File: src/hw/rtl/gdbprx_pkg.sv
// ----------------------------------------------------------------------------
// gdbprx_pkg
// Shared types, characters and the checksum digit decoder of the packet
// receiver and checker.
// ----------------------------------------------------------------------------
package gdbprx_pkg;

	localparam logic [7:0] CH_START = 8'h24; // '$'
	localparam logic [7:0] CH_END   = 8'h23; // '#'
	localparam logic [7:0] CH_ACK   = 8'h2B; // '+'
	localparam logic [7:0] CH_NAK   = 8'h2D; // '-'
	localparam logic [7:0] CH_ZERO  = 8'h30; // '0'
	localparam logic [7:0] CH_NINE  = 8'h39; // '9'
	localparam logic [7:0] CH_UPA   = 8'h41; // 'A'
	localparam logic [7:0] CH_UPF   = 8'h46; // 'F'
	localparam logic [7:0] CH_LOWA  = 8'h61; // 'a'
	localparam logic [7:0] DIGIT_TEN = 8'd10;

	typedef enum logic [1:0] {
		KIND_DATA = 2'd0,
		KIND_ACK  = 2'd1,
		KIND_NAK  = 2'd2
	} kind_t;

	// One byte held in the input register.
	typedef struct packed {
		logic       valid;
		logic [7:0] rx_byte;
	} in_item_t;

	// Decodes a checksum character. Bytes that are not hex digits fall
	// through the lower-case formula and keep its low four bits.
	function automatic logic [3:0] hex_value(input logic [7:0] c);
		logic [7:0] t;
		begin
			if (c >= CH_ZERO && c <= CH_NINE) begin
				t = c - CH_ZERO;
			end else if (c >= CH_UPA && c <= CH_UPF) begin
				t = c - CH_UPA + DIGIT_TEN;
			end else begin
				t = c - CH_LOWA + DIGIT_TEN;
			end
			return t[3:0];
		end
	endfunction

endpackage

File: src/hw/rtl/gdbprx_in_stage.sv
// ----------------------------------------------------------------------------
// gdbprx_in_stage
// Input register: captures one received byte per transfer and holds it
// until the framing stage can process it.
// ----------------------------------------------------------------------------
module gdbprx_in_stage (
	input  logic                 clk,
	input  logic                 arst_n,
	input  logic                 in_valid,
	output logic                 in_stall,
	input  logic [7:0]           rx_byte,
	input  logic                 advance,
	output gdbprx_pkg::in_item_t item_s1
);

	logic       valid_s1;
	logic [7:0] rx_byte_s1;

	// The register is free when empty or when its byte moves on this cycle.
	assign in_stall = valid_s1 && !advance;

	always_ff @(posedge clk or negedge arst_n) begin
		if (!arst_n) begin
			valid_s1 <= 1'b0;
		end else if (!in_stall) begin
			valid_s1 <= in_valid;
		end
	end

	always_ff @(posedge clk) begin
		if (!in_stall && in_valid) begin
			rx_byte_s1 <= rx_byte;
		end
	end

	assign item_s1.valid   = valid_s1;
	assign item_s1.rx_byte = rx_byte_s1;

endmodule

File: src/hw/rtl/gdbprx_deframer.sv
// ----------------------------------------------------------------------------
// gdbprx_deframer
// Packet state machine with the running checksum, and the result register
// that holds one result until the consumer takes it.
// ----------------------------------------------------------------------------
module gdbprx_deframer (
	input  logic                 clk,
	input  logic                 arst_n,
	input  gdbprx_pkg::in_item_t item_s1,
	output logic                 advance,
	output logic                 out_valid,
	input  logic                 out_stall,
	output logic [1:0]           kind,
	output logic [7:0]           data_byte,
	output logic [7:0]           computed_sum
);

	typedef enum logic [1:0] {
		PH_HUNT = 2'd0,
		PH_BODY = 2'd1,
		PH_HI   = 2'd2,
		PH_LO   = 2'd3
	} phase_t;

	phase_t            phase_q;
	logic [7:0]        sum_q;
	logic [3:0]        high_digit_q;
	logic              out_valid_s2;
	gdbprx_pkg::kind_t kind_s2;
	logic [7:0]        data_s2;
	logic [7:0]        sum_s2;

	logic       slot_free;
	logic       step;
	logic [7:0] c;
	logic [7:0] sum_next;
	logic [7:0] sent_sum;
	logic       good;

	assign slot_free = !out_valid_s2 || !out_stall;
	assign advance   = slot_free;
	assign step      = item_s1.valid && slot_free;
	assign c         = item_s1.rx_byte;
	assign sum_next  = sum_q + c;
	assign sent_sum  = {high_digit_q, gdbprx_pkg::hex_value(c)};
	assign good      = (sent_sum == sum_q);

	always_ff @(posedge clk or negedge arst_n) begin
		if (!arst_n) begin
			phase_q      <= PH_HUNT;
			sum_q        <= 8'd0;
			high_digit_q <= 4'd0;
			out_valid_s2 <= 1'b0;
			kind_s2      <= gdbprx_pkg::KIND_DATA;
			data_s2      <= 8'd0;
			sum_s2       <= 8'd0;
		end else if (slot_free) begin
			out_valid_s2 <= 1'b0;
			if (step) begin
				unique case (phase_q)
					PH_HUNT: begin
						if (c == gdbprx_pkg::CH_START) begin
							sum_q   <= 8'd0;
							phase_q <= PH_BODY;
						end
					end
					PH_BODY: begin
						if (c == gdbprx_pkg::CH_END) begin
							phase_q <= PH_HI;
						end else begin
							sum_q        <= sum_next;
							out_valid_s2 <= 1'b1;
							kind_s2      <= gdbprx_pkg::KIND_DATA;
							data_s2      <= c;
							sum_s2       <= sum_next;
						end
					end
					PH_HI: begin
						high_digit_q <= gdbprx_pkg::hex_value(c);
						phase_q      <= PH_LO;
					end
					PH_LO: begin
						out_valid_s2 <= 1'b1;
						kind_s2      <= good ? gdbprx_pkg::KIND_ACK : gdbprx_pkg::KIND_NAK;
						data_s2      <= good ? gdbprx_pkg::CH_ACK : gdbprx_pkg::CH_NAK;
						sum_s2       <= sum_q;
						phase_q      <= PH_HUNT;
					end
					default: begin
						phase_q <= PH_HUNT;
					end
				endcase
			end
		end
	end

	assign out_valid    = out_valid_s2;
	assign kind         = kind_s2;
	assign data_byte    = data_s2;
	assign computed_sum = sum_s2;

	// The second checksum digit always ends the packet with a verdict.
	a_lo_verdict: assert property (@(posedge clk) disable iff (!arst_n)
		step && phase_q == PH_LO |=> out_valid_s2 && phase_q == PH_HUNT
		&& kind_s2 != gdbprx_pkg::KIND_DATA)
		else $error("checksum digit did not produce a verdict");

	// Hunting never produces a result.
	a_hunt_silent: assert property (@(posedge clk) disable iff (!arst_n)
		step && phase_q == PH_HUNT |=> !out_valid_s2)
		else $error("result produced while hunting");

	// A payload byte is passed out with the updated running sum.
	a_body_sum: assert property (@(posedge clk) disable iff (!arst_n)
		step && phase_q == PH_BODY && c != gdbprx_pkg::CH_END
		|=> out_valid_s2 && sum_s2 == $past(sum_next) && sum_q == sum_s2)
		else $error("payload byte sum mismatch");

	// An ack carries the matching reply character.
	a_reply_char: assert property (@(posedge clk) disable iff (!arst_n)
		out_valid_s2 && kind_s2 == gdbprx_pkg::KIND_ACK |-> data_s2 == gdbprx_pkg::CH_ACK)
		else $error("ack without reply character");

endmodule

File: src/hw/rtl/gdb_packet_receiver_checker_top.sv
// ----------------------------------------------------------------------------
// gdb_packet_receiver_checker_top
// Deframes remote debug packets from a byte stream, streams the payload
// out with its running sum and reports ack or nak on the checksum.
// ----------------------------------------------------------------------------
//  channel | direction | handshake           | payload
//  --------+-----------+---------------------+--------------------------------
//  in      | sink      | in_valid / in_stall | rx_byte
//  out     | source    | out_valid/out_stall | kind, data_byte, computed_sum
//
// One byte is accepted every cycle while in_stall is low; a byte enters the
// input register at its transfer and moves on when the result register is free.
// Each byte gives zero or one result; bytes while hunting, '#' and the first
// checksum digit give none.
// Reset returns the block to hunting with a zero sum and empty registers.
// A stall on the output holds the result register; the input stalls only
// when a byte waits in the input register behind that held result.
module gdb_packet_receiver_checker_top (
	input  logic       clk,
	input  logic       arst_n,
	input  logic       in_valid,
	output logic       in_stall,
	input  logic [7:0] rx_byte,
	output logic       out_valid,
	input  logic       out_stall,
	output logic [1:0] kind,
	output logic [7:0] data_byte,
	output logic [7:0] computed_sum
);

	gdbprx_pkg::in_item_t item_s1;
	logic                 advance;

	gdbprx_in_stage u_in_stage (
		.clk      (clk),
		.arst_n   (arst_n),
		.in_valid (in_valid),
		.in_stall (in_stall),
		.rx_byte  (rx_byte),
		.advance  (advance),
		.item_s1  (item_s1)
	);

	gdbprx_deframer u_deframer (
		.clk          (clk),
		.arst_n       (arst_n),
		.item_s1      (item_s1),
		.advance      (advance),
		.out_valid    (out_valid),
		.out_stall    (out_stall),
		.kind         (kind),
		.data_byte    (data_byte),
		.computed_sum (computed_sum)
	);

endmodule
File: config.mk
export PLATFORM = sky130hd
export DESIGN_NAME = gdb_packet_receiver_checker_top
export DESIGN_NICKNAME = d
export VERILOG_FILES = /design/src/hw/rtl/gdbprx_pkg.sv /design/src/hw/rtl/gdbprx_in_stage.sv /design/src/hw/rtl/gdbprx_deframer.sv /design/src/hw/rtl/gdb_packet_receiver_checker_top.sv
export SDC_FILE = /design/constraint.sdc
export NUM_CORES = 1
export LEC_CHECK = 0
export BUFFER_PORTS_ARGS = -buffer_cell sky130_fd_sc_hd__buf_2
export CAP_MARGIN = 30
export CORE_ASPECT_RATIO = 0.75
export CORE_MARGIN = 3
export CORE_UTILIZATION = 30
export CTS_BUF_LIST = sky130_fd_sc_hd__clkbuf_2
export DETAILED_ROUTE_END_ITERATION = 8
export PLACE_DENSITY = 0.51
export SLEW_MARGIN = 0
export SYNTH_ARGS = -nofsm -noshare
export SYNTH_HDL_FRONTEND = slang
export SYNTH_HIERARCHICAL = 1
export SYNTH_SLANG_ARGS = --single-unit
File: constraint.sdc
create_clock -name clk -period 4.17 [get_ports clk]
set_clock_uncertainty 0.05 [all_clocks]
set_input_delay 0.2085 -clock clk [delete_from_list [all_inputs] [get_ports clk]]
set_output_delay 0.2085 -clock clk [all_outputs]
set_load 0.03 [all_outputs]
Word-level counts from Yosys, hierarchy flattened
Index checks and enable logic that the tools add are counted.
- flip-flop bits (word level): 42
- bits of input ports: 12
- output and inout bits: 20
- word-level logic and storage cells: 63
- add/sub/neg operators: 6
- $lt $le $gt $ge: 4
- eq/ne operators: 9
- multiplexer cells: 18
- reductions and logical operators: 17
- operator list (kind ; count):
    $pmux 8 s2 ; 3
    $mux 8 ; 3
    $eq 8x6->1 const B ; 2
    $sub 4x1->4 const B ; 3
    $add 4x4->4 const B ; 2
    $add 8x8->8 ; 1
    $eq 8x8->1 ; 1
    $ge 8x6->1 const B ; 1
    $ge 8x7->1 const B ; 1
    $le 8x6->1 const B ; 1
    $le 8x7->1 const B ; 1
    $mux 2 ; 4
    $mux 4 ; 2
    $pmux 2 s4 ; 1
    $reduce_and 4->1 ; 2
    $logic_and 1x1->1 ; 5
    $reduce_and 5->1 ; 1
    $eq 2x2->1 const B ; 2
    $logic_not 1->1 ; 4
    $ne 2x1->1 const B ; 2
    $pmux 2 s2 ; 1
    $reduce_bool 2->1 ; 2
    $mux 3 ; 1
    $reduce_and 3->1 ; 1
    6 further kinds ; 7

Longest topological paths before layout
- depth in word-level cells: 7
- mapped depth: 8
- mapped depth without buffers: 8

Cells and area by module
The synthesis kept the hierarchy.
- by module, submodules not included (module ; instances ; cells each ; area each (µm²) ; sequential area each (µm²)):
    gdbprx_deframer ; 1 ; 204 ; 2040.7 ; 825.8
    gdbprx_in_stage ; 1 ; 14 ; 305.3 ; 265.3

Worst setup path after synthesis
No wires, ideal clock.
- kind: register -> register
- start: register u_in_stage.rx_byte_s1[0]
- end: register u_deframer.sum_s2[6] (netlist: u_deframer/computed_sum[6])
- library setup time: 0.127 ns
- arrival time: 2.023 ns
- required time: 3.993 ns
- slack: 1.970 ns
- cell stages (with the launch flop): 9
- path buffers: 0
- period minus slack after synthesis: 2.200 ns
- path through: edfxtp_1 -> ha_1 -> fa_1 -> a21o_1 -> a21oi_1 -> o21bai_1 -> a21oi_1 -> mux2i_1 -> nand3_1
- cells in the longest elaborated chain, start to end: 3
- elaborated cells on any way between the ends: 6
- those cells by class: add/sub (1); eq/ne (2); mux (2); reduce/logical (1)
- RTL lines (item ; RTL line ; text):
    from (decl) ; gdbprx_in_stage.sv:17 ; logic [7:0] rx_byte_s1;
    from (signal assigned) ; gdbprx_in_stage.sv:32 ; rx_byte_s1 <= rx_byte;
    $add 8x8->8 or $eq 8x6->1 (tied branches) ; gdbprx_deframer.sv:44, gdbprx_deframer.sv:68 ;
    $mux 8 or $ne 2x2->1 (tied branches) ; - ;
    $pmux 8 s2 or $reduce_and 4->1 (tied branches) ; - ;
    to (signal assigned) ; gdbprx_deframer.sv:75 ; sum_s2 <= sum_next;
    to (signal assigned) ; gdbprx_deframer.sv:86 ; sum_s2 <= sum_q;
    to (decl) ; gdbprx_deframer.sv:31 ; logic [7:0] sum_s2;
Several ways; a longest one is shown, not always the timed one. The select of a mux whose other input is x is not followed.
A chain may end at the register's enable or synchronous reset.

Worst setup path in the final report
Ends and elaborated chain as after synthesis.

==> results.md <==
- Result of the run: completed
- Remaining global-route overflow: 0
- Vert. Die Dim: 82.6 µm
- Maximum clock insertion buffer count: 2
- Antenna violations before repair: 0
- Yosys reg bits: 42
- # Max-Cap Violations: 0
- First-pass iteration count of the detailed router: 4
- Nature of the critical path startpoint: flop
- Root Driver: clkbuf_2
- Overall power of the completed layout: between 2 and 2.5 mW
- Minimum clock period: 2.48 ns
- Required time of the worst setup path: 4.44 ns
- Cell area power density: 748 mW/mm²
- Series of cell instances along the critical path: ha_1 -> fa_1 -> a21o_1 -> a21oi_1 -> o21bai_1 -> a21oi_1 -> mux2i_1 -> nand3_1
- Worst-case register-to-register setup slack: 1.69 ns
- Endpoint type of the worst setup path: flop
- Worst-Margin Slew: 0.794 ns
- Most used DFF post-synth: dfrtp_1
- Starting utilization of the core area: 0.314
- Post-DR vias/cell: roughly 4.8
- Count of synthesis-stage warnings from yosys: 6
- Endpoint arrival time on the critical path: 2.75 ns
- WL final: around 5.4 mm
- Number of synthesized flops with an enable pin: 8
- Final hold violation count: 0
- Number of cells produced by synthesis: approximately 220
- Distinct cell type count of the synthesized netlist: 47
- Number of nets with antenna violations after routing: 0
- Routability congestion estimate from global placement: just over 0.8
- Vias: 1750
- Number of diodes: 0
- Cell Area, Synth: between 0.002 and 0.0025 mm²
- Worst setup slack after layout: around 1.7 ns
- Commonest cells after routing, fill and taps aside: dfrtp_1 (34), buf_2 (31), nand2_1 (29)
- Commonest non-fill, non-tap cell in the layout: dfrtp_1
- Flop pwr share: 0.344
- Area occupied by multi-input gates: 0.00118 mm²
- Worst path slowest cell: edfxtp_1
- Worst reg2reg startpoint: u_in_stage/rx_byte_s1[0]
- Critical path class: reg2reg
- Die area: slightly below 0.009 mm²
- Global-route wire length before repair: about 8.9 mm
- Max transition margin: 0.471
- Port Buf Inserts: 31
- Design Area, Final: around 0.0028 mm²
- Number of buffers added by the clock tree synthesis step: 5
- Post-Place Setup Slack: 1.72 ns
- Top cell family by delay on the critical path: compound AO/OA/AOI/OAI gates
- Largest net degree at the start of global routing: 35
- Tot GR Track Use: 0.132
- Buffer and inverter count on the worst path: 0
- Number of levels in the clock H-tree: 2
- Setup bufs post-CTS: 0
- Unrepaired setup endpoints after global routing: no
- Cells on worst reg2reg path: 8
- CTS tree: built
- Drc violations: 0
- Total net switching power: ~0.96 mW
- Pint: about 1.1 mW
- Maximum operating frequency: 403 MHz
- Proportion of layout cells with a drive suffix above 1: 0.195
- Number of core rows: 27
- Dpl hpwl: 3.91 mm
- Largest driver fanout on the critical path: 7
- Post-synth net total: 246
- RR Endpoint: u_deframer/computed_sum[6]
- Number of global-route vias before repair: ~1700
- Maximum resistive drop on vdd: ~0.25 mV
- Die width: ~110 µm
- Clock-pin slew on the worst setup and hold paths: ~0.24 ns
- Synth async-reset ratio: 0.810
- Post-detailed-placement cell area: about 0.0026 mm²
- Final period util: 0.595
- Share of the yosys chip area belonging to registers: 0.465
- Synthesized area per cell: between 10 and 15 µm²
- Slew Viols, Final: 0
- Switching share of power: 0.461
- Reported leakage power: between 1 and 1.5 nW
- Share of total power in combinational logic: 0.539
- Post-cts repair resize count: 0
- Area Growth Syn to Fin: 18.3%
- Sum of negative setup slack: 0 ns
- Floorplan Core Area: approximately 0.0075 mm²
- IO Pins: 32
- Final net count: roughly 290
- Max stage delay on crit path: between 0.5 and 0.6 ns
- Layout fillers: ~770
- Clk pwr share: 0.118
- Sequential cell area: approximately 0.0011 mm²
- DRC violation total after the first TritonRoute iteration: 105
- Min-Delay Path Class: in2async
- Routed length per instance: around 15 µm
- Clock insertion delay at the later pin of the skew report: 0.39 ns
- Number of setup violations in the final report: 0
- Most frequent cell on the critical path: a21oi_1
- CTS Sinks: between 40 and 50
-- area by class of cell --
| cell class | instances | share of cell area |
|---|---|---|
| multi-input cells | 159 | 0.426 |
| clock buffers | 6 | 0.0108 |
| inverters | 10 | 0.0135 |
| flip-flops and latches | 42 | 0.393 |
| clock inverters | 2 | 0.0131 |
| well taps | 101 | 0.0455 |
| repair buffers | 43 | 0.0982 |
-- per-layer routing --
metal | up-vias | wire length [µm] | global-route usage
li1 | 858 | - | -
met3 | 5 | 371 | 0.0326
met5 | - | 0 | 0
met2 | 49 | 2180 | 0.187
met1 | 838 | 2800 | 0.201
met4 | 0 | 26 | 0.0265
-- how the worst max path moves through the flow --
stage	startpoint	end	depth (start not counted)
3_3_place_gp	u_in_stage/rx_byte_s1[0]	u_deframer/computed_sum[6]	8
2_1_floorplan	u_in_stage/rx_byte_s1[0]	u_deframer/computed_sum[6]	8
3_5_place_dp	u_in_stage/rx_byte_s1[0]	u_deframer/computed_sum[6]	8
4_1_cts	u_in_stage/rx_byte_s1[0]	u_deframer/computed_sum[6]	8
6_report	u_in_stage/rx_byte_s1[0]	u_deframer/computed_sum[6]	8
5_1_grt	u_in_stage/rx_byte_s1[0]	u_deframer/computed_sum[6]	8
-- cells by family after synthesis --
family,synth area share
AND/OR/NAND/NOR,0.146
buffers and inverters,0.0309
XOR/XNOR,0.0656
flip-flops,0.465
adder cells (fa/ha/maj),0.0885
AO/OA/AOI/OAI,0.160
multiplexers,0.0437
-- registers in the layout, indices dropped and copies added, names as in the netlist --
signal / cells
u_deframer/data_byte: 8
u_in_stage/valid_s1: 1
u_deframer/kind: 2
u_deframer/sum_q: 8
u_deframer/phase_q: 2
u_deframer/out_valid: 1
u_deframer/high_digit_q: 4
u_in_stage/rx_byte_s1: 8
u_deframer/computed_sum: 8
-- through the flow --
step	hold slack, ns	utilization	cells
2_1_floorplan	-0.137	-	218
3_3_place_gp	0.292	0.348	344
3_5_place_dp	0.293	0.348	344
4_1_cts	0.340	0.372	363
5_1_grt	0.353	0.372	363
6_report	0.320	0.372	363
-- repair_timing --
action	in CTS	in global routing
hold buffers	11	0
hold endpoints to repair	44	0
endpoints found under the setup margin	0	0
-- synthesized netlist by cell type, types with 3 or more instances --
cell type / count / share of area
a21o_1: 3 / 0.0096
a21oi_1: 7 / 0.015
a22o_1: 9 / 0.034
a31oi_1: 3 / 0.0080
buf_2: 4 / 0.0085
dfrtp_1: 34 / 0.36
edfxtp_1: 8 / 0.10
ha_1: 15 / 0.080
inv_1: 10 / 0.016
mux2i_1: 8 / 0.034
nand2_1: 29 / 0.046
nand3_1: 7 / 0.015
nor2_1: 9 / 0.014
nor3_1: 5 / 0.011
o21ai_0: 4 / 0.0085
o21ai_1: 12 / 0.026
o21bai_1: 3 / 0.0096
xnor2_1: 11 / 0.041
xor2_1: 4 / 0.015
-- power groups by stage --
stage | clock (mW) | sequential, mW | combinational [mW]
final | 0.244 | 0.713 | 1.12
after global routing | 0.276 | 0.739 | 1.25
after CTS | 0.254 | 0.716 | 1.12
after detailed placement | 0 | 0.725 | 1.11
after global placement | 0 | 0.721 | 1.12
after floorplan | 0 | 0.857 | 0.695
(Power assumes the default switching activity.)
